--- config.mk ---
export PLATFORM = sky130hd
export DESIGN_NAME = jrd_div
export DESIGN_NICKNAME = d
export VERILOG_FILES = /design/src/rtl/jrd_pkg.sv /design/src/rtl/jrd_div.sv
export SDC_FILE = /design/constraint.sdc
export NUM_CORES = 2
export LEC_CHECK = 0
export BUFFER_PORTS_ARGS = -buffer_cell sky130_fd_sc_hd__buf_2
export CAP_MARGIN = 20
export CORE_MARGIN = 10
export CORE_UTILIZATION = 40
export CTS_CLUSTER_SIZE = 25
export DETAILED_ROUTE_END_ITERATION = 16
export GPL_ROUTABILITY_DRIVEN = 0
export HOLD_SLACK_MARGIN = 0.03
export PLACE_DENSITY = 0.51
export SETUP_SLACK_MARGIN = 0.4
export SKIP_LAST_GASP = 1
export SLEW_MARGIN = 0
export SYNTH_ARGS = -nofsm -noshare
export SYNTH_HDL_FRONTEND = slang
export SYNTH_SLANG_ARGS = --single-unit
--- constraint.sdc ---
create_clock -name clock -period 5.1 [get_ports clock]
set_clock_uncertainty 0.15 [all_clocks]
set_input_delay 0 -clock clock [delete_from_list [all_inputs] [get_ports clock]]
set_output_delay 0 -clock clock [all_outputs]
set_load 0.02 [all_outputs]
--- src/rtl/jrd_pkg.sv ---
package jrd_pkg;

   // Angle arithmetic of the vectoring unit: radians in units of 2^-20.
   localparam int CORDIC_ITERS = 20;
   localparam int ZW           = 24;
   localparam int ANGLE_W      = 16;
   localparam int PRE_SHIFT    = 12;
   localparam int ROUND_SHIFT  = 7;

   localparam logic signed [ZW-1:0]      HALF_PI_U20 = 24'sd1647099;
   localparam logic signed [ANGLE_W-1:0] ANGLE_MAX   = 16'sd25736;
   localparam logic signed [ZW-1:0]      ROUND_BIAS  = 24'sd64;

   // Configuration port.
   localparam int CSR_ADDR_W = 3;
   localparam int CSR_DATA_W = 32;
   localparam int DZ_W       = 16;
   localparam logic [DZ_W-1:0] DEADZONE_RESET = 16'd4915;

   typedef enum logic [0:0] {
      REG_DEADZONE = 1'b0
   } reg_index_type;

   // Angle codes that bypass the vectoring result.
   typedef enum logic [1:0] {
      ANG_NORMAL = 2'd0,
      ANG_ZERO   = 2'd1,
      ANG_NEG_PI = 2'd2
   } ang_special_type;

   function automatic logic signed [ZW-1:0] atan_step(input int i);
      logic signed [ZW-1:0] v;
      begin
         unique case (i)
            0:  v = 24'sd823550;
            1:  v = 24'sd486170;
            2:  v = 24'sd256879;
            3:  v = 24'sd130396;
            4:  v = 24'sd65451;
            5:  v = 24'sd32757;
            6:  v = 24'sd16383;
            7:  v = 24'sd8192;
            8:  v = 24'sd4096;
            9:  v = 24'sd2048;
            10: v = 24'sd1024;
            11: v = 24'sd512;
            12: v = 24'sd256;
            13: v = 24'sd128;
            14: v = 24'sd64;
            15: v = 24'sd32;
            16: v = 24'sd16;
            17: v = 24'sd8;
            18: v = 24'sd4;
            19: v = 24'sd2;
            default: v = '0;
         endcase
         return v;
      end
   endfunction

endpackage

--- src/rtl/jrd_div.sv ---
module jrd_div import jrd_pkg::*; #(
   parameter int W = 16
) (
   input  logic                clock,
   input  logic [W+1:0]        load,
   input  logic signed [W-1:0] x_in,
   input  logic signed [W-1:0] y_in,
   input  logic                over_in,
   input  logic [W-1:0]        mag_in,
   output logic signed [W-1:0] x_o,
   output logic signed [W-1:0] y_o,
   output logic                over_o,
   output logic [W-1:0]        mag_o,
   output logic [W:0]          qx_o,
   output logic [W:0]          qy_o
);

   localparam int N  = W + 2;
   localparam int RW = 2*W + 1;

   logic signed [W-1:0] x_ff   [0:N-1];
   logic signed [W-1:0] y_ff   [0:N-1];
   logic                ov_ff  [0:N-1];
   logic [W-1:0]        mag_ff [0:N-1];
   logic [RW-1:0]       rx_ff  [0:N-1];
   logic [RW-1:0]       ry_ff  [0:N-1];
   logic [W:0]          qx_ff  [0:N-1];
   logic [W:0]          qy_ff  [0:N-1];

   logic [W:0]    sx, sy;
   logic [W-1:0]  ax, ay;
   logic [RW-1:0] half;

   assign sx   = -{x_in[W-1], x_in};
   assign sy   = -{y_in[W-1], y_in};
   assign ax   = x_in[W-1] ? sx[W-1:0] : x_in;
   assign ay   = y_in[W-1] ? sy[W-1:0] : y_in;
   assign half = {{(W+2){1'b0}}, mag_in[W-1:1]};

   always_ff @(posedge clock) begin
      if (load[0]) begin
         x_ff[0]   <= x_in;
         y_ff[0]   <= y_in;
         ov_ff[0]  <= over_in;
         mag_ff[0] <= mag_in;
         rx_ff[0]  <= ({{(W+1){1'b0}}, ax} << (W-1)) + half;
         ry_ff[0]  <= ({{(W+1){1'b0}}, ay} << (W-1)) + half;
         qx_ff[0]  <= '0;
         qy_ff[0]  <= '0;
      end
   end

   // Restoring division, quotient bit W first, one bit per stage.
   genvar s;
   generate
      for (s = 1; s < N; s++) begin : g_step
         localparam int B = W - (s - 1);
         logic [RW-1:0] d;
         assign d = {{(W+1){1'b0}}, mag_ff[s-1]} << B;
         always_ff @(posedge clock) begin
            if (load[s]) begin
               x_ff[s]   <= x_ff[s-1];
               y_ff[s]   <= y_ff[s-1];
               ov_ff[s]  <= ov_ff[s-1];
               mag_ff[s] <= mag_ff[s-1];
               if (rx_ff[s-1] >= d) begin
                  rx_ff[s] <= rx_ff[s-1] - d;
                  qx_ff[s] <= qx_ff[s-1] | ({{W{1'b0}}, 1'b1} << B);
               end else begin
                  rx_ff[s] <= rx_ff[s-1];
                  qx_ff[s] <= qx_ff[s-1];
               end
               if (ry_ff[s-1] >= d) begin
                  ry_ff[s] <= ry_ff[s-1] - d;
                  qy_ff[s] <= qy_ff[s-1] | ({{W{1'b0}}, 1'b1} << B);
               end else begin
                  ry_ff[s] <= ry_ff[s-1];
                  qy_ff[s] <= qy_ff[s-1];
               end
            end
         end
      end
   endgenerate

   assign x_o    = x_ff[N-1];
   assign y_o    = y_ff[N-1];
   assign over_o = ov_ff[N-1];
   assign mag_o  = mag_ff[N-1];
   assign qx_o   = qx_ff[N-1];
   assign qy_o   = qy_ff[N-1];

endmodule

==> results.toml <==
[outcome]
status = "finished, final reports clean"

[critical_path]
worstPathRequired_ns = 5.50
reg2reg_depth = 11
crit_arrival_ns = 4.66
worst-r2r-setup-slack_ns = 0.84
path_class = "reg -> reg"
critPathLaunchType = "flop"
crit_fanout = 27
critPathCaptureType = "flop"
worstReg2RegEnd = "ry_ff[4][24]"
r2r_start = "mag_ff[7][0]"

[floorplanning]
boundaryPins = 151
initial_core_util_pct = 40.1
die_x_um = 535
dieArea_sq_um = 287000
row_count = 189
coreArea_sq_um = 265000
die_y_um = 535

[synth]
ys_warn_count = 0
syn-num-nets = 8676
syn_inst = 8032
synth_area_per_cell_sq_um = 13.2
synth_ff_type = "edfxtp_1"
ys_ff_latch = 2274
syn_area_sq_um = 106000
ys_types = 95
synthArstFlopShare_pct = 0
yosysSeqAreaShare_pct = 64.3
synth_edf_count = 2274

[placed_design]
hpwlAfterDp_mm = 205
portBuffers = 150
post-place-ws_ns = 1.03

[final_layout]
final_cell_mix = "2274 x edfxtp_1, 589 x nand2_1, 544 x ha_1"
layout.nets = 9155
final_common_cell = "edfxtp_1"
drive_gt1_share_pct = 8.99
num-fill-cells = 23581
areaGrowthSynthToFinish_pct = 14.2

[drt]
route.vias.total = 64903
drc_errors = 0
totalWireLength_mm = 270
wl_per_cell_um = 22.0
postRouteAntennaNets = 0
drt_first_pass_iters = 6
first_iter_violations = 4903
vias_per_cell = 5.30

[timing]
setup_viol = 0
final.setup.tns_ns = 0
period_needed_ns = 4.26
worstMarginPinSlew_ns = 1.10
setup_ws_ns = 0.838
rsz0062_at_grt = "no"
slew_violations = 0
hold_viol_final = 0
max_freq_mhz = 235
max_slew_margin_pct = 26.8
fin_crit_sh_pct = 83.6

[job]
timing.max_cap.violations = 0

[pwr]
combPwrFrac_pct = 27.2
switching_share_pct = 31.4
switching_power_mw = 19.7
p_seq_share_pct = 43.7
p_leak_nw = 44.2
ir_worst_vdd_mv = 0.312
power.internal_mw = 43.1
powerDensity_nw_per_um2 = 517
clockPowerShare_pct = 29.2

[hold_path]
min_to = "y_ff[14][14]"
worstHoldStart = "load[14]"
holdPathStages = 2
hold_path.class = "in -> reg"

[clock_tree]
post_cts_buffers = 0
cts_buffer_depth = 4
cts_sinks = 2274
cts_tree = "done"
clkTransAtPathRegs_ns = 0.05
clock_latency_ns = 0.84
cts_buffers = 268
htreeDepth = 5
root_buffer = "clkbuf_16"
ctsResizeCount = 0

[global_route]
antenna_found_initial = 15
grt_pass1_wl_mm = 401
grt_max_degree = 100
grt_pass1_vias = 64599
track_usage_pct = 18.2
grt-ovfl-total = 0
[cell usage after synthesis (all sizes together) (94+ instances only)]
master | n | area [sq um]
xor2 | 298 | 2610
xnor2 | 351 | 3070
nand2b | 114 | 721
a21o | 187 | 1400
nor2 | 484 | 1820
clkbuf | 135 | 508
inv | 437 | 1640
o21a | 94 | 706
ha | 544 | 6810
nor4 | 120 | 769
a21oi | 431 | 2170
nor3 | 201 | 1020
mux2 | 96 | 1080
nand3 | 125 | 626
nor2b | 109 | 682
o21ai | 506 | 2540
edfxtp | 2274 | 68300
nand2 | 589 | 2210
[per-layer routing]
layer | wire length [um] | share of wire (%) | global-route usage [%]
met1 | 112000 | 41 | 22.6
met4 | 12400 | 4.6 | 7.58
met2 | 134000 | 50 | 31.7
met3 | 12000 | 4.5 | 2.75
met5 | 94 | 0.035 | 0
[worst max-delay path: stages, from the launching register on]
cell	delay (ns)
edfxtp_1	0.42
ha_1	0.25
fa_1	0.41
nor2b_1	0.17
o31a_1	0.20
o31a_1	0.16
o22ai_1	0.11
o21ai_0	0.50
a21o_1	0.22
a211o_1	0.75
o21ai_0	0.23
o22ai_1	0.41
[per-stage QoR]
step,area (sq um),cells,hold WS (ns),power [mW],utilization (%)
CTS,121000,12235,0.0338,63.5,45.8
global route,121000,12237,0.0530,66.4,45.8
detailed placement,112000,11633,0.0281,44.7,42.1
global placement,112000,11631,0.0273,44.5,42.1
finish,121000,12240,0.0881,62.8,45.8
floorplan,106000,8032,-0.0511,39.3,-
[logic make-up after synthesis]
| logic type | after synthesis | synth area share, % |
|---|---|---|
| DFF | 2274 | 64.3 |
| buffers and inverters | 594 | 2.13 |
| AOI/OAI and AO/OA | 1661 | 9.82 |
| adders and majority gates | 576 | 7.01 |
| muxes | 104 | 1.09 |
| and+or+nand+nor | 2174 | 10.3 |
| xor gates and xnor gates | 649 | 5.35 |
[power groups by stage]
| stage | clock (mW) | sequential (mW) | combinational, mW |
|---|---|---|---|
| finish | 18.3 | 27.4 | 17.0 |
| global route | 19.6 | 27.7 | 19.1 |
| CTS | 18.9 | 27.5 | 17.1 |
| global placement | 0 | 27.8 | 16.7 |
| floorplan | 0 | 26.4 | 12.8 |
| detailed placement | 0 | 27.9 | 16.9 |
[worst max-delay path by stage]
| stage | startpoint | endpoint | slack [ns] | depth (start not counted) |
|---|---|---|---|---|
| 3_3_place_gp | mag_ff[10][1] | rx_ff[5][46] | 1.05 | 10 |
| 6_report | mag_ff[7][0] | ry_ff[4][24] | 0.84 | 11 |
| 3_5_place_dp | mag_ff[10][1] | rx_ff[5][47] | 1.03 | 10 |
| 5_1_grt | mag_ff[5][0] | rx_ff[3][24] | 0.65 | 13 |
| 4_1_cts | mag_ff[7][0] | ry_ff[4][24] | 0.99 | 11 |
| 2_1_floorplan | rx_ff[7][34] | rx_ff[8][11] | 1.59 | 12 |
[layout make-up]
class	instances	area (sq um)	share of cell area [%]
antenna	5	12.5	0.0103
timing repair buffer	366	2890	2.38
sequential	2274	68300	56.3
inverter	437	1640	1.35
clock inverter	138	1270	1.04
clock buffer	323	7060	5.82
tap	3533	4420	3.64
multi-input combinational	5164	35800	29.5
[repair_timing]
| item | CTS | global route |
|---|---|---|
| endpoints found under the setup margin | 0 | 0 |
| endpoints found under the hold margin | 1859 | 0 |
| hold buffers | 141 | 0 |
[state kept, by name, indices dropped and copies added, names as in the netlist]
register / flops
ry_ff: 544
rx_ff: 543
x_ff: 288
y_ff: 288
mag_ff: 287
qx_ff: 153
qy_ff: 153
ov_ff: 18
Power figures use the tool's default switching activity.
