==> src/rtl/jrd_pkg.sv <==
package jrd_pkg;

   // Angle arithmetic of the vectoring unit: radians in units of 2^-20.
   localparam int CORDIC_ITERS = 20;
   localparam int ZW           = 24;
   localparam int ANGLE_W      = 16;
   localparam int PRE_SHIFT    = 12;
   localparam int ROUND_SHIFT  = 7;

   localparam logic signed [ZW-1:0]      HALF_PI_U20 = 24'sd1647099;
   localparam logic signed [ANGLE_W-1:0] ANGLE_MAX   = 16'sd25736;
   localparam logic signed [ZW-1:0]      ROUND_BIAS  = 24'sd64;

   // Configuration port.
   localparam int CSR_ADDR_W = 3;
   localparam int CSR_DATA_W = 32;
   localparam int DZ_W       = 16;
   localparam logic [DZ_W-1:0] DEADZONE_RESET = 16'd4915;

   typedef enum logic [0:0] {
      REG_DEADZONE = 1'b0
   } reg_index_type;

   // Angle codes that bypass the vectoring result.
   typedef enum logic [1:0] {
      ANG_NORMAL = 2'd0,
      ANG_ZERO   = 2'd1,
      ANG_NEG_PI = 2'd2
   } ang_special_type;

   function automatic logic signed [ZW-1:0] atan_step(input int i);
      logic signed [ZW-1:0] v;
      begin
         unique case (i)
            0:  v = 24'sd823550;
            1:  v = 24'sd486170;
            2:  v = 24'sd256879;
            3:  v = 24'sd130396;
            4:  v = 24'sd65451;
            5:  v = 24'sd32757;
            6:  v = 24'sd16383;
            7:  v = 24'sd8192;
            8:  v = 24'sd4096;
            9:  v = 24'sd2048;
            10: v = 24'sd1024;
            11: v = 24'sd512;
            12: v = 24'sd256;
            13: v = 24'sd128;
            14: v = 24'sd64;
            15: v = 24'sd32;
            16: v = 24'sd16;
            17: v = 24'sd8;
            18: v = 24'sd4;
            19: v = 24'sd2;
            default: v = '0;
         endcase
         return v;
      end
   endfunction

endpackage

==> src/rtl/jrd_mag.sv <==
module jrd_mag import jrd_pkg::*; #(
   parameter int W = 16
) (
   input  logic                clock,
   input  logic [W+2:0]        load,
   input  logic signed [W-1:0] x_in,
   input  logic signed [W-1:0] y_in,
   output logic signed [W-1:0] x_o,
   output logic signed [W-1:0] y_o,
   output logic                over_o,
   output logic [W-1:0]        mag_o
);

   localparam int N = W + 3;
   localparam logic [2*W-1:0] ONE_SQ = {{(2*W-1){1'b0}}, 1'b1} << (2*W-2);

   logic signed [W-1:0]   x_ff   [0:N-1];
   logic signed [W-1:0]   y_ff   [0:N-1];
   logic                  ov_ff  [1:N-1];
   logic signed [2*W-1:0] xx_ff;
   logic signed [2*W-1:0] yy_ff;
   logic [2*W-1:0]        r_ff   [1:W+1];
   logic [2*W-1:0]        rem_ff [1:W+1];
   logic [W-1:0]          mag_ff;

   always_ff @(posedge clock) begin
      if (load[0]) begin
         x_ff[0] <= x_in;
         y_ff[0] <= y_in;
         xx_ff   <= x_in * x_in;
         yy_ff   <= y_in * y_in;
      end
      if (load[1]) begin
         rem_ff[1] <= xx_ff + yy_ff;
         r_ff[1]   <= '0;
         ov_ff[1]  <= ((xx_ff + yy_ff) > ONE_SQ);
      end
   end

   genvar k;
   generate
      for (k = 1; k < N; k++) begin : g_carry
         always_ff @(posedge clock) begin
            if (load[k]) begin
               x_ff[k] <= x_ff[k-1];
               y_ff[k] <= y_ff[k-1];
            end
         end
      end
      for (k = 2; k < N; k++) begin : g_ov
         always_ff @(posedge clock) begin
            if (load[k]) begin
               ov_ff[k] <= ov_ff[k-1];
            end
         end
      end
      // One result bit of the square root per stage.
      for (k = 0; k < W; k++) begin : g_sqrt
         localparam logic [2*W-1:0] BIT = {{(2*W-1){1'b0}}, 1'b1} << (2*(W-1-k));
         logic [2*W-1:0] t;
         assign t = r_ff[k+1] + BIT;
         always_ff @(posedge clock) begin
            if (load[k+2]) begin
               if (rem_ff[k+1] >= t) begin
                  rem_ff[k+2] <= rem_ff[k+1] - t;
                  r_ff[k+2]   <= (r_ff[k+1] >> 1) + BIT;
               end else begin
                  rem_ff[k+2] <= rem_ff[k+1];
                  r_ff[k+2]   <= r_ff[k+1] >> 1;
               end
            end
         end
      end
   endgenerate

   always_ff @(posedge clock) begin
      if (load[N-1]) begin
         mag_ff <= (rem_ff[W+1] > r_ff[W+1]) ? (r_ff[W+1][W-1:0] + 1'b1)
                                              : r_ff[W+1][W-1:0];
      end
   end

   assign x_o    = x_ff[N-1];
   assign y_o    = y_ff[N-1];
   assign over_o = ov_ff[N-1];
   assign mag_o  = mag_ff;

endmodule

==> config.mk <==
export PLATFORM = sky130hd
export DESIGN_NAME = jrd_mag
export DESIGN_NICKNAME = d
export VERILOG_FILES = /design/src/rtl/jrd_pkg.sv /design/src/rtl/jrd_mag.sv
export SDC_FILE = /design/constraint.sdc
export NUM_CORES = 2
export LEC_CHECK = 0
export ABC_AREA = 1
export ABC_CLOCK_PERIOD_IN_PS = 6700
export BUFFER_PORTS_ARGS = -buffer_cell sky130_fd_sc_hd__buf_2
export CAP_MARGIN = 20
export CORE_UTILIZATION = 55
export CTS_CLUSTER_DIAMETER = 200
export CTS_CLUSTER_SIZE = 24
export DETAILED_ROUTE_END_ITERATION = 10
export GPL_TIMING_DRIVEN = 0
export PLACE_DENSITY_LB_ADDON = 0.05
export SETUP_SLACK_MARGIN = 0.1
export SYNTH_ARGS = -nofsm -noshare
export SYNTH_HDL_FRONTEND = slang
export SYNTH_SLANG_ARGS = --single-unit
==> constraint.sdc <==
create_clock -name clock -period 6.7 [get_ports clock]
set_input_delay 1.34 -clock clock [delete_from_list [all_inputs] [get_ports clock]]
set_output_delay 1.34 -clock clock [all_outputs]
set_load 0.03 [all_outputs]
==> results.md <==
- Global route overflow: 0
- Largest family of logic cells by synthesized area: adder cells
- Hpwl dp: 136 mm
- Final min period: 6.45 ns
- Final std cells w/o fill: 9,032
- R2r setup slk: 3.76 ns
- TritonCTS Buffers: 68
- Fin. max-slew vios: 0
- CORE AREA: 140,000 um^2
- Die Span Y: 378 um
- Worst Setup Start Kind: input pin
- CP peak stage delay: 0.61 ns
- Worst hold path class: flop to flop
- FF+latch count, synth: 1,382
- RD Place Congestion: 0.918
- Yosys warns: 0
- Initial DRC count: 3,027
- Die area: 143,000 um^2
- DRC: 0
- Final Cycle Share: 0.962
- Overall Global Routing Usage: 0.241
- Drt wl/cell: 18.6 um
- Leak Pwr: 36.3 nW
- Final TNS setup: 0 ns
- Worst-path clk slew: 0.08 ns
- Clk buf depth: 3
- Cells after DPL: 8,956
- Root buffer cell: clkbuf_16
- Post-synthesis compound-gate area fraction: 0.0522
- Starting Density: 0.557
- Post-synth top flop: edfxtp_1
- # IOs: 101
- Multi-input gate area: 30,700 um^2
- CP Cell Sequence: buf_2 > clkbuf_8 > clkbuf_8 > nand2_1 > fa_1 > inv_1 > fa_1 > fa_1 > fa_1 > fa_1 > inv_1 > fa_2 > inv_1 > ha_4 > nand2_1 > nor2_2 > inv_1 > nor3_2 > nand2_1 > o211ai_1 > a21oi_1 > xnor2_1
- Crit path max-delay cell type: fa_2
- Synth Cell Area: 78,000 um^2
- Clock sink count: 1,382
- CTS H-tree lvls: 3
- DR vias: 47,236
- First-pass GRT wire length: 264 mm
- Num rows: 137
- Xor/xnor share of the synthesized area: 0.0397
- Largest net degree at the start of global routing: 63
- Max-cap violations: 0
- Critical path endpoint category: flop
- Initial antenna violation count: 2
- Clock network latency to the later pin of the worst-skew pair: 0.70 ns
- Mux cell area share after synthesis: 0.000289
- Area Overhead vs Synth: 7.23%
- Hold Path Cell Cnt: 0
- Most common cell on crit path: fa_1
- Clk_skew: 0.0482 ns
- Yosys cell types: 76
- Reg area: 41,500 um^2
- Min-delay src: y_ff[10][1]
- EDFF count, synth: 1,382
- Vias in the first global route: 48,137
- Reg2Reg Capture Point: ov_ff[0][1]
- Unrepaired setup endpoints after global routing: yes
- Worst endpoint required time: 7.13 ns
- Vias/cell: 5.23
- CTS tree: done
- Delay-heaviest family, CP: adder cells
- Slew @ Worst Pin: 1.00 ns
- ANT nets after route: 0
- Filler cells: 11,789
- Cell area power density: 506 nW/um^2
- WL final: 168 mm
- Sequential area share after synthesis: 0.532
- Post-Synthesis Cells: 6,970
- Peak VDD IR: 0.00195 V
- Reg2Reg Launch Point: yy_ff[5]
- Layout cells sized above 1: 0.0674
- Fin. Hold Viols: 0
- Max-Slew Margin vs Limit: 0.330
- Worst-path fanout max: 10
- Post-synth ARST share: 0
- First drt pass iteration count: 6
- Port bufs: 100
- Final setup fails: 0
- Syn nets: 7,864
- Nets: 8,042
- FMAX: 155 MHz
- Hold Path End: y_ff[11][1]
- Arr. time, crit path: 6.87 ns
- Status: completed
- Diodes inserted: 0
- Post-synthesis adder-cell area fraction: 0.180
- Avg Cell Area, Syn: 11.2 um^2
- Worst Reg-to-Reg Cells: 16
- Critical path buffers and inverters: 7
- Kind of critical path: input pin to flop
- Post-synthesis simple-gate area fraction: 0.118
- Die width: 378 um
==> report_power, final <==
part,total (mW),internal (mW),switching (mW)
registers,12.7,12.0,0.751
logic,25.1,9.32,15.7
clock network,4.48,1.92,2.57
total,42.3,23.2,19.1
==> cells in the mapped netlist (4+ instances only) <==
cell type	instances	area (um^2)
fa_1	468	9370
a31oi_1	16	100
clkbuf_1	84	315
a21oi_2	8	70.1
or2_2	16	100
nand4_2	6	75.1
o21ai_2	33	289
o2111ai_1	5	43.8
buf_6	4	45.0
a211oi_1	7	52.6
inv_2	13	48.8
nor3_1	84	420
o21ai_1	28	140
ha_1	374	4680
a31o_2	4	35.0
o21ai_0	207	1040
o31ai_1	4	30.0
o21bai_1	16	120
o21a_1	13	97.6
xnor2_1	142	1240
nand2_1	1089	4090
o221ai_1	5	43.8
a41oi_1	4	35.0
nor3b_1	5	37.5
a221oi_1	4	35.0
inv_1	1449	5440
nand3b_1	9	67.6
nor4_1	79	494
nand2_2	15	93.8
nor2_1	479	1800
o211ai_1	13	97.6
edfxtp_1	1382	41500
nand3_2	4	40.0
buf_2	14	70.1
a21oi_1	273	1370
nor4b_1	5	43.8
nand4_1	88	551
nand3_1	210	1050
xor2_1	211	1850
a21o_1	32	240
nor2_2	13	81.3
==> area by class of cell <==
type,instances,area share
multi-input cells,4013,0.367
repair buffers,128,0.0108
inverters,1466,0.0660
flip-flops and latches,1382,0.496
plain buffers,89,0.00912
clock inverters,8,0.00163
clock buffers,70,0.0210
well taps,1876,0.0281
==> cell families (layout without fill, tap and decap cells) <==
group,count (synthesis),after routing
and+or+nand+nor,2123,2123
buffers and inverters,1575,1761
DFF,1382,1382
adders and majority gates,842,842
AOI/OAI and AO/OA,693,693
xor gates and xnor gates,353,353
muxes,2,2
==> worst reg2reg max path, delay by kind of cell, from the launching register on <==
| kind | cells | cell delay, ns |
|---|---|---|
| and+or+nand+nor | 14 | 1.82 |
| buffers and inverters | 1 | 0.06 |
| adders and majority gates | 1 | 0.38 |
| DFF | 1 | 0.46 |
==> metal layers <==
layer,global-route usage,routed length [um]
met5,0,27
met4,0.0864,5890
met3,0.0273,6360
met2,0.417,83900
met1,0.313,71500
==> registers in the layout, summed over array words and instances, names as in the netlist <==
signal,count
mag_o,16
ov_ff,18
r_ff,136
rem_ff,544
x_ff,303
xx_ff,31
y_ff,303
yy_ff,31
==> timing repair <==
action,CTS,global route
hold buffers,0,0
buffers inserted,3,14
pin swaps,4,22
endpoints found under the setup margin,35,21
resized for setup,67,113
==> worst max path at each step <==
stage / startpoint / cells after the start / end
5_1_grt: y_in[11] / 22 / yy_ff[26]
4_1_cts: x_in[9] / 23 / xx_ff[30]
2_1_floorplan: y_in[7] / 21 / yy_ff[26]
6_report: y_in[6] / 22 / yy_ff[26]
3_3_place_gp: x_in[7] / 25 / xx_ff[27]
3_5_place_dp: x_in[9] / 23 / xx_ff[30]
==> through the flow <==
| stage | util | hold WS (ns) | cell area, um^2 | setup slack, ns | power (mW) |
|---|---|---|---|---|---|
| 4_1_cts | 0.594 | 0.400 | 83200 | 0.0734 | 41.7 |
| 6_report | 0.597 | 0.405 | 83600 | 0.255 | 42.3 |
| 3_3_place_gp | 0.577 | 0.400 | 80900 | -1.34 | 36.8 |
| 3_5_place_dp | 0.579 | 0.405 | 81100 | -1.32 | 36.9 |
| 2_1_floorplan | - | 0.400 | 78000 | 0.0777 | 29.5 |
| 5_1_grt | 0.597 | 0.413 | 83600 | 0.0532 | 46.0 |
==> cells in the final DEF (no fill, tap or decap), types with 88 or more instances in the layout <==
| cell type | netlist | layout |
|---|---|---|
| inv_1 | 1449 | 1448 |
| edfxtp_1 | 1382 | 1382 |
| nand2_1 | 1089 | 1084 |
| nor2_1 | 479 | 478 |
| fa_1 | 468 | 458 |
| ha_1 | 374 | 362 |
| a21oi_1 | 273 | 265 |
| xor2_1 | 211 | 209 |
| nand3_1 | 210 | 208 |
| o21ai_0 | 207 | 205 |
| xnor2_1 | 142 | 142 |
| buf_2 | 14 | 107 |
| nand4_1 | 88 | 88 |
(Power assumes the default switching activity.)
