## src/rtl/jrd_pkg.sv

```systemverilog
package jrd_pkg;

   // Angle arithmetic of the vectoring unit: radians in units of 2^-20.
   localparam int CORDIC_ITERS = 20;
   localparam int ZW           = 24;
   localparam int ANGLE_W      = 16;
   localparam int PRE_SHIFT    = 12;
   localparam int ROUND_SHIFT  = 7;

   localparam logic signed [ZW-1:0]      HALF_PI_U20 = 24'sd1647099;
   localparam logic signed [ANGLE_W-1:0] ANGLE_MAX   = 16'sd25736;
   localparam logic signed [ZW-1:0]      ROUND_BIAS  = 24'sd64;

   // Configuration port.
   localparam int CSR_ADDR_W = 3;
   localparam int CSR_DATA_W = 32;
   localparam int DZ_W       = 16;
   localparam logic [DZ_W-1:0] DEADZONE_RESET = 16'd4915;

   typedef enum logic [0:0] {
      REG_DEADZONE = 1'b0
   } reg_index_type;

   // Angle codes that bypass the vectoring result.
   typedef enum logic [1:0] {
      ANG_NORMAL = 2'd0,
      ANG_ZERO   = 2'd1,
      ANG_NEG_PI = 2'd2
   } ang_special_type;

   function automatic logic signed [ZW-1:0] atan_step(input int i);
      logic signed [ZW-1:0] v;
      begin
         unique case (i)
            0:  v = 24'sd823550;
            1:  v = 24'sd486170;
            2:  v = 24'sd256879;
            3:  v = 24'sd130396;
            4:  v = 24'sd65451;
            5:  v = 24'sd32757;
            6:  v = 24'sd16383;
            7:  v = 24'sd8192;
            8:  v = 24'sd4096;
            9:  v = 24'sd2048;
            10: v = 24'sd1024;
            11: v = 24'sd512;
            12: v = 24'sd256;
            13: v = 24'sd128;
            14: v = 24'sd64;
            15: v = 24'sd32;
            16: v = 24'sd16;
            17: v = 24'sd8;
            18: v = 24'sd4;
            19: v = 24'sd2;
            default: v = '0;
         endcase
         return v;
      end
   endfunction

endpackage

```

## src/rtl/jrd_csr.sv

```systemverilog
module jrd_csr import jrd_pkg::*; (
   input  logic                  clock,
   input  logic                  reset,
   input  logic                  csr_psel,
   input  logic                  csr_penable,
   input  logic                  csr_pwrite,
   input  logic [CSR_ADDR_W-1:0] csr_paddr,
   input  logic [CSR_DATA_W-1:0] csr_pwdata,
   output logic [CSR_DATA_W-1:0] csr_prdata,
   output logic                  csr_pready,
   output logic [DZ_W-1:0]       deadzone
);

   logic [DZ_W-1:0] dz_ff;
   logic [DZ_W-1:0] dz_in;
   logic            hit;

   // Registers are word spaced, so the index sits above the byte offset.
   assign hit = (reg_index_type'(csr_paddr[2]) == REG_DEADZONE);

   always_comb begin
      dz_in = dz_ff;
      if (csr_psel && csr_penable && csr_pwrite && hit) begin
         dz_in = csr_pwdata[DZ_W-1:0];
      end
   end

   always_ff @(posedge clock) begin
      if (reset) begin
         dz_ff <= DEADZONE_RESET;
      end else begin
         dz_ff <= dz_in;
      end
   end

   assign csr_prdata = hit ? {{(CSR_DATA_W-DZ_W){1'b0}}, dz_ff} : '0;
   assign csr_pready = 1'b1;
   assign deadzone   = dz_ff;

endmodule

```

## config.mk

```make
export PLATFORM = sky130hd
export DESIGN_NAME = jrd_csr
export DESIGN_NICKNAME = d
export VERILOG_FILES = /design/src/rtl/jrd_pkg.sv /design/src/rtl/jrd_csr.sv
export SDC_FILE = /design/constraint.sdc
export NUM_CORES = 1
export LEC_CHECK = 0
export BUFFER_PORTS_ARGS = -buffer_cell sky130_fd_sc_hd__clkbuf_2
export CAP_MARGIN = 10
export CORE_UTILIZATION = 36
export CTS_BUF_LIST = sky130_fd_sc_hd__clkbuf_8 sky130_fd_sc_hd__clkbuf_16
export DETAILED_ROUTE_END_ITERATION = 8
export PLACE_DENSITY = 0.91
export SLEW_MARGIN = 0
export SYNTH_ARGS = -nofsm -noshare
export SYNTH_HDL_FRONTEND = slang
export SYNTH_SLANG_ARGS = --single-unit
```

## constraint.sdc

```tcl
create_clock -name clock -period 0.92 [get_ports clock]
set_input_delay 0.092 -clock clock [delete_from_list [all_inputs] [get_ports clock]]
set_output_delay 0.092 -clock clock [all_outputs]
set_load 0.03 [all_outputs]
```

==> results of run 1 <==
[how the worst max path moves through the flow]
stage	depth (start not counted)	start	to	slack [ns]
2_1_floorplan	1	deadzone[7]	csr_prdata[7]	-0.06
3_3_place_gp	4	csr_paddr[2]	deadzone[4]	-0.02
3_5_place_dp	4	csr_paddr[2]	deadzone[9]	-0.03
4_1_cts	2	deadzone[0]	csr_prdata[0]	-0.10
5_1_grt	2	deadzone[0]	csr_prdata[0]	-0.12
6_report	2	deadzone[0]	csr_prdata[0]	-0.09
[power groups by stage]
stage / clock network (mW) / logic, mW / registers, mW
floorplan: 0 / 0.306 / 0.764
global placement: 0 / 0.384 / 0.734
detailed placement: 0 / 0.389 / 0.735
CTS: 0.629 / 0.455 / 0.722
global route: 0.674 / 0.513 / 0.725
finish: 0.618 / 0.483 / 0.723
[worst register-to-register path, delay by kind of cell, from the launching register on]
family                 cells  cell delay (ns)
buffers and inverters      1             0.11
DFF                        1             0.32
muxes                      1             0.06
and+or+nand+nor            1             0.07
[layout make-up]
cell class,count,area [sq um],share of cell area
flip-flops and latches,16,340,0.212
multi-input cells,82,589,0.368
clock buffers,4,55.1,0.0344
repair buffers,63,579,0.362
well taps,30,37.5,0.0234
[synthesized netlist by cell type]
master	number	area, sq um
nand2b_1	18	113
buf_4	17	128
dfxtp_1	16	320
mux2i_1	16	160
nor2_1	14	52.6
nor2b_1	10	62.6
and2b_2	6	52.6
clkbuf_1	4	15.0
conb_1	2	7.51
and4b_1	1	10.0
buf_12	1	20.0
buf_6	1	11.3
[logic make-up (layout without fill, tap and decap cells)]
group,count (synthesis),after routing,synth area share
muxes,16,16,0.168
buffers and inverters,23,67,0.183
and+or+nand+nor,49,49,0.305
DFF,16,16,0.336
other,2,17,0.00789
[what timing repair did]
action,in CTS,in global routing
pin swaps,0,0
hold buffers,0,0
resized for setup,62,26
setup buffers,4,2
endpoints found under the setup margin,18,21
gates cloned,0,0
[routing by layer]
metal  global-route usage  up-vias  share of wire
met5                    0        -              0
met4               0.0395        0              0
met3               0.0431        0          0.053
met2                0.308       33           0.54
met1                0.186      381           0.41
li1                     -      414              -
[per-stage QoR]
stage | setup TNS (ns) | hold slack [ns] | util
after floorplan | -0.339 | 0.247 | -
after global placement | -0.151 | 0.338 | 0.499
after detailed placement | -0.352 | 0.346 | 0.499
after CTS | -1.03 | 0.0721 | 0.624
after global routing | -1.39 | 0.0851 | 0.646
final | -0.837 | 0.0752 | 0.646
==> metrics.csv, run 1 <==
metric,value,unit
timing.hold.worst.class,in2reg,
final.period_utilization,1.10,
finalMaxSlewViolations,0,
rows,18,
dp_hpwl,1420,microns
diodes,0,
power_density_of_the_placed_cells,1140,nW/um^2
power.ir.vdd_worst,0.000834,V
area.growth.synth_to_final,68.2,%
whs_endpoint,deadzone[6],
rsz0062_at_grt,yes,
power.combinational.fraction,0.265,
worst_slew_margin_relative_to_its_limit,0.659,
layout.cells.most_common,clkbuf_2,
timing.final.hold_violations,0,
synth_warn,0,
criticalPathCategory,reg2out,
fp.dieH,53.4,microns
routed_wl,2300,microns
min-delay-start,csr_pwdata[6],
dr_total_vias,828,
mostFrequentLayoutCells,"clkbuf_2, buf_8, nand2b_1",
final.setup_skew,0,ns
slowest_stage,dfxtp_2,
post_route_cells_drive_above_1_share,0.600,
r2r_cells,3,
critPathLaunchType,flip-flop,
synthesis.area_per_instance,8.98,sq um
nets_final,206,
cp.arrival,0.92,ns
clockRootBuffer,clkbuf_8,
cp.required,0.83,ns
start_util,0.384,
crit_path_end_kind,output pin,
cp_num_buf_inv,1,
antenna_found_initial,0,
worstSkewPairLatency,0.24,ns
detail_route.drc_violations,0,
pwr-share-seq,0.396,
finalPower,1.82,mW
global_route.overflow_total,0,
cap_violations,0,
detail_route.iter0.violations,6,
crit-reg2reg-capture,deadzone[3],
final_cell_count_no_fill,195,
vias_per_cell,4.25,
place.port_buffers,53,
drt-wirelength-per-cell,11.8,microns
placed_insts,185,
timing.final.setup_violations,16,
first_global_vias,766,
grt_start_max_net_pins,33,
yosysSeqAreaShare,0.336,
antenna_violating_nets_post_route,0,
floorplan.die.width,53.4,microns
path_clk_slew,0.07,ns
maximum_single_stage_delay_on_the_critical_path,0.33,ns
regToRegSetupSlack,0.24,ns
place_area,1240,sq um
r2r_start,deadzone[3],
postLayoutSetupSlackWorst,-0.0916,ns
finalInstanceArea,1600,sq um
synth_cell_types,12,
worstPathMaxFanout,3,
final_replace_weighted_congestion,0.669,
tritoncts,built,
fin_crit,1.01,ns
postSynthCellCount,106,
n_fill_cell,197,
worst_path_dominant_cell_family,flip-flops,
max_slew.worst_pin.slew,0.511,ns
p_leak,0.758,nW
first_pass_iters,3,
largest_register_ff_count,16,
post_synthesis_cell_area,952,sq um
htree_num_levels,1,
cts_buffers,3,
violations,negative setup slack,
power_switching_share,0.293,
whs_path_depth,3,
dp_worst_setup_slack,-0.0341,ns
cts_max_path_buffers,2,
cts.sink_count,16,
power_switching,0.535,mW
fmax_achieved,989,MHz
clockPowerShare,0.339,
internal_power,1.29,mW
ys_ff_latch,16,
io-pin-count,89,
critical_path.cell_chain,and2b_2 -> buf_8,
fp.dieArea,2850,sq um
grt_pass1_wl,3400,microns
grt_use_total,0.167,
coreArea,2480,sq um
result_of_the_run,"finished, violations left",
Power figures use the tool's default switching activity.
==> inputs of run 2 (changes only) <==
- CORE_ASPECT_RATIO: not set -> 2
==> run 2 against run 1 <==
The run still ends with negative setup slack left. Sequential power about the same. Largest power group unchanged. Critical path type unchanged. Utilization decreased by 3.8 points. Non-clock buffer count fell by 1. Critical path depth stayed put. Sequential share of layout area is 0.79 points higher. Combinational power down 4.1%. Clock skew unchanged. Clock power is 0.6% lower. Global-route usage is essentially flat. Critical endpoint is now csr_prdata[1]. Wire length decreased by 2.0%. Highest routed layer is now met4.
==> metrics.csv, run 2 (synthesized netlist as in run 1, its figures left out) <==
metric,value,unit
register_area,340,sq um
multi_input_comb_area,589,sq um
htree_num_levels,1,
global_route.usage.met3,0.0236,
largest_register_ff_count,16,
rsz0062_at_grt,yes,
violations,negative setup slack,
final_replace_weighted_congestion,0.743,
cts_max_path_buffers,2,
first_global_vias,804,
fin_crit,1.00,ns
place_area,1210,sq um
final.period_utilization,1.09,
crit_path_end_kind,output pin,
criticalPathCategory,reg2out,
routed_wl,2260,microns
pwr-share-seq,0.402,
finalPower,1.80,mW
finalMaxSlewViolations,0,
cap_violations,0,
cp.required,0.83,ns
detail_route.iter0.violations,10,
global_route.overflow_total,0,
power.combinational.fraction,0.257,
nets_final,205,
dp_hpwl,1510,microns
critical_path.cell_chain,and2b_2 -> buf_8,
grt.busiest_layer,met2,
grtUsageMet1,0.160,
placed_insts,182,
power_switching,0.525,mW
worstPathMaxFanout,3,
dp_worst_setup_slack,-0.0468,ns
result_of_the_run,"finished, violations left",
worst_path_dominant_cell_family,flip-flops,
fmax_achieved,1000,MHz
coreArea,2540,sq um
grt_pass1_wl,3410,microns
antenna_found_initial,0,
maximum_single_stage_delay_on_the_critical_path,0.33,ns
io-pin-count,89,
rows,26,
clockRootBuffer,clkbuf_8,
cp.arrival,0.91,ns
area.growth.synth_to_final,62.2,%
finalInstanceArea,1540,sq um
worstSkewPairLatency,0.24,ns
postLayoutSetupSlackWorst,-0.0800,ns
hold_slack,0.0779,ns
power_density_of_the_placed_cells,1170,nW/um^2
place.port_buffers,53,
vias_per_cell,4.41,
first_pass_iters,4,
p_leak,0.738,nW
cts.sink_count,16,
mostFrequentLayoutCells,"clkbuf_2, nand2b_1, conb_1, buf_8",
start_util,0.375,
antenna_violating_nets_post_route,0,
grt_use_met2,0.318,
timing.hold.worst.class,in2reg,
layout.cells.most_common,clkbuf_2,
dr_total_vias,847,
critPathLaunchType,flip-flop,
floorplan.die.width,38.4,microns
internal_power,1.27,mW
n_fill_cell,227,
drt-wirelength-per-cell,11.8,microns
clockPowerShare,0.341,
path_clk_slew,0.06,ns
power.ir.vdd_worst,0.00110,V
grt_use_total,0.166,
cp_num_buf_inv,1,
tritoncts,built,
diodes,0,
cts_buffers,3,
cts.hold.buffers_added,0,
setup_tns,-0.776,ns
slowest_stage,dfxtp_2,
detail_route.drc_violations,0,
timing.final.hold_violations,0,
fp.dieH,74.7,microns
final.setup_skew,0,ns
post_route_cells_drive_above_1_share,0.598,
grt_start_max_net_pins,33,
timing.final.setup_violations,17,
fin_util,0.608,
power_switching_share,0.292,
final_cell_count_no_fill,192,
fp.dieArea,2870,sq um
## run 2: per-layer routing
layer  wire length, microns  up-vias
met5                      0        -
met4                     24        0
met3                    141        2
met2                   1330       45
met1                    763      390
li1                       -      410
## run 2: what timing repair did
item,in CTS,in global routing
pin swaps,0,0
setup buffers,2,4
gates resized for setup,57,23
setup endpoints to repair,19,20
endpoints found under the hold margin,0,0
## run 2: worst register-to-register path: cells and delay by family, from the launching register on
kind                   cells  cell delay [ns]
buffers and inverters      2             0.25
DFF                        1             0.33
muxes                      1             0.06
and+or+nand+nor            1             0.05
## run 2: power by group through the flow
stage | registers [mW] | logic [mW] | clock network [mW]
6_report | 0.723 | 0.463 | 0.614
5_1_grt | 0.725 | 0.490 | 0.659
4_1_cts | 0.723 | 0.439 | 0.634
3_5_place_dp | 0.735 | 0.380 | 0
3_3_place_gp | 0.734 | 0.376 | 0
2_1_floorplan | 0.764 | 0.306 | 0
## run 2: cell type report
cell class | instances | area share
sequential | 16 | 0.220
multi-input combinational | 82 | 0.382
timing repair buffer | 62 | 0.340
clock buffer | 4 | 0.0357
tap | 28 | 0.0227
## run 2: worst paths after layout
kind	from	to	slack (ns)	cells past startpoint
worst min register to register	deadzone[3]	deadzone[3]	0.48	2
worst min-delay path	csr_pwdata[6]	deadzone[6]	0.08	3
worst max register to register	deadzone[7]	deadzone[7]	0.12	4
worst max-delay path	deadzone[1]	csr_prdata[1]	-0.08	2
==> inputs of run 3 (changes only) <==
- BUFFER_PORTS_ARGS: -buffer_cell sky130_fd_sc_hd__clkbuf_2 -> -buffer_cell sky130_fd_sc_hd__buf_4
==> run 3 against run 2 <==
Critical path type unchanged. The flow still finishes with violations (negative setup slack). Largest cell class is now buffers. Clock skew stayed put. Sequential share of layout area is 1.2 points lower. Sequential cell count stayed put.
==> metrics.csv, run 3 (synthesized netlist as in run 1, its figures left out) <==
metric,value,unit
r2r_start,deadzone[2],
cp.arrival,0.90,ns
htree_num_levels,1,
cts_buffers,3,
mostFrequentLayoutCells,"buf_4, buf_6, nand2b_1",
violations,negative setup slack,
io-pin-count,89,
final.setup_skew,0,ns
dr_total_vias,871,
post_route_cells_drive_above_1_share,0.605,
grtUsageMet1,0.173,
antenna_found_initial,0,
global_route.overflow_total,0,
result_of_the_run,"finished, violations left",
power.ir.vdd_worst,0.000849,V
area.growth.synth_to_final,71.1,%
criticalPathCategory,reg2out,
dp_hpwl,1830,microns
grt.busiest_layer,met2,
diodes,0,
first_global_vias,865,
finalInstanceArea,1630,sq um
min-delay-start,csr_pwdata[12],
tritoncts,built,
worstPathMaxFanout,2,
rsz0062_at_grt,yes,
vias_per_cell,4.47,
layout.cells.most_common,buf_4,
path_clk_slew,0.06,ns
grt_use_total,0.190,
cts.sink_count,16,
clockRootBuffer,clkbuf_8,
start_util,0.375,
floorplan.die.width,38.4,microns
placed_insts,182,
coreArea,2540,sq um
critical_path.cell_chain,and2b_2 -> buf_6,
fmax_achieved,1010,MHz
place.port_buffers,53,
detail_route.drc_violations,0,
detail_route.iter0.violations,13,
fin_crit,0.992,ns
routed_wl,2560,microns
cp_num_buf_inv,1,
grt_start_max_net_pins,33,
global_route.usage.met3,0.0206,
n_fill_cell,218,
cap_violations,0,
final_replace_weighted_congestion,0.644,
slowest_stage,dfxtp_2,
p_leak,0.766,nW
final_cell_count_no_fill,195,
fp.dieH,74.7,microns
timing.hold.worst.class,in2reg,
first_pass_iters,4,
maximum_single_stage_delay_on_the_critical_path,0.32,ns
nets_final,208,
timing.final.hold_violations,0,
fp.dieArea,2870,sq um
cp.required,0.83,ns
final.period_utilization,1.08,
timing.critical_path.from,deadzone[3],
grt_pass1_wl,3770,microns
rows,26,
crit_path_end_kind,output pin,
drt-wirelength-per-cell,13.1,microns
worst_path_dominant_cell_family,flip-flops,
timing.final.setup_violations,16,
power_density_of_the_placed_cells,1120,nW/um^2
critPathLaunchType,flip-flop,
antenna_violating_nets_post_route,0,
postLayoutSetupSlackWorst,-0.0724,ns
cts_max_path_buffers,2,
worstSkewPairLatency,0.25,ns
place_area,1350,sq um
largest_register_ff_count,16,
finalMaxSlewViolations,0,
grt_use_met2,0.380,
[run 3: cell count changes in the layout (fill, tap and decap cells not counted), sizes merged]
cell | previous run | this run
buf | 28 | 65
clkbuf | 38 | 4
[run 3: final timing paths]
path | to | slack, ns | cells after the start
worst min-delay path | deadzone[12] | 0.11 | 3
worst max-delay path | csr_prdata[3] | -0.07 | 2
worst max register to register | deadzone[2] | 0.13 | 4
worst min register to register | deadzone[10] | 0.49 | 2
[run 3: worst reg2reg max path, delay by kind of cell (launching register included)]
| family | cells | cell delay (ns) |
|---|---|---|
| simple gates | 1 | 0.07 |
| flops | 1 | 0.33 |
| mux | 1 | 0.06 |
| buf+inv | 2 | 0.23 |
[run 3: stage by stage]
step                setup WS, ns  total power, mW   util  TNS, ns  hold slack [ns]
detailed placement       -0.0920             1.17  0.531   -0.675            0.366
floorplan                -0.0567             1.07      -   -0.339            0.247
global route             -0.0961             1.89  0.642    -1.17            0.109
CTS                      -0.0707             1.83  0.623   -0.752            0.104
global placement         -0.0212             1.16  0.531   -0.254            0.347
finish                   -0.0724             1.83  0.642   -0.739            0.106
[run 3: cell type report]
type | instances | area, sq um | share of cell area
repair buffers | 65 | 609 | 0.374
multi-input cells | 82 | 589 | 0.362
flip-flops and latches | 16 | 340 | 0.209
clock buffers | 4 | 55.1 | 0.0338
well taps | 28 | 35.0 | 0.0215
[run 3: power breakdown]
part / internal [mW] / switching, mW
clock: 0.379 / 0.241
sequential: 0.711 / 0.0114
combinational: 0.208 / 0.281
[run 3: timing repair]
item / 4_1_cts / 5_1_grt
pin swaps: 0 / 0
hold buffers: 0 / 0
resized for setup: 44 / 7
setup endpoints to repair: 16 / 22
setup buffers: 6 / 3
[run 3: metal layers]
metal / up-vias / share of wire
met5: - / 0
met4: 0 / 0.0082
met3: 2 / 0.054
met2: 45 / 0.63
met1: 405 / 0.31
li1: 419 / -
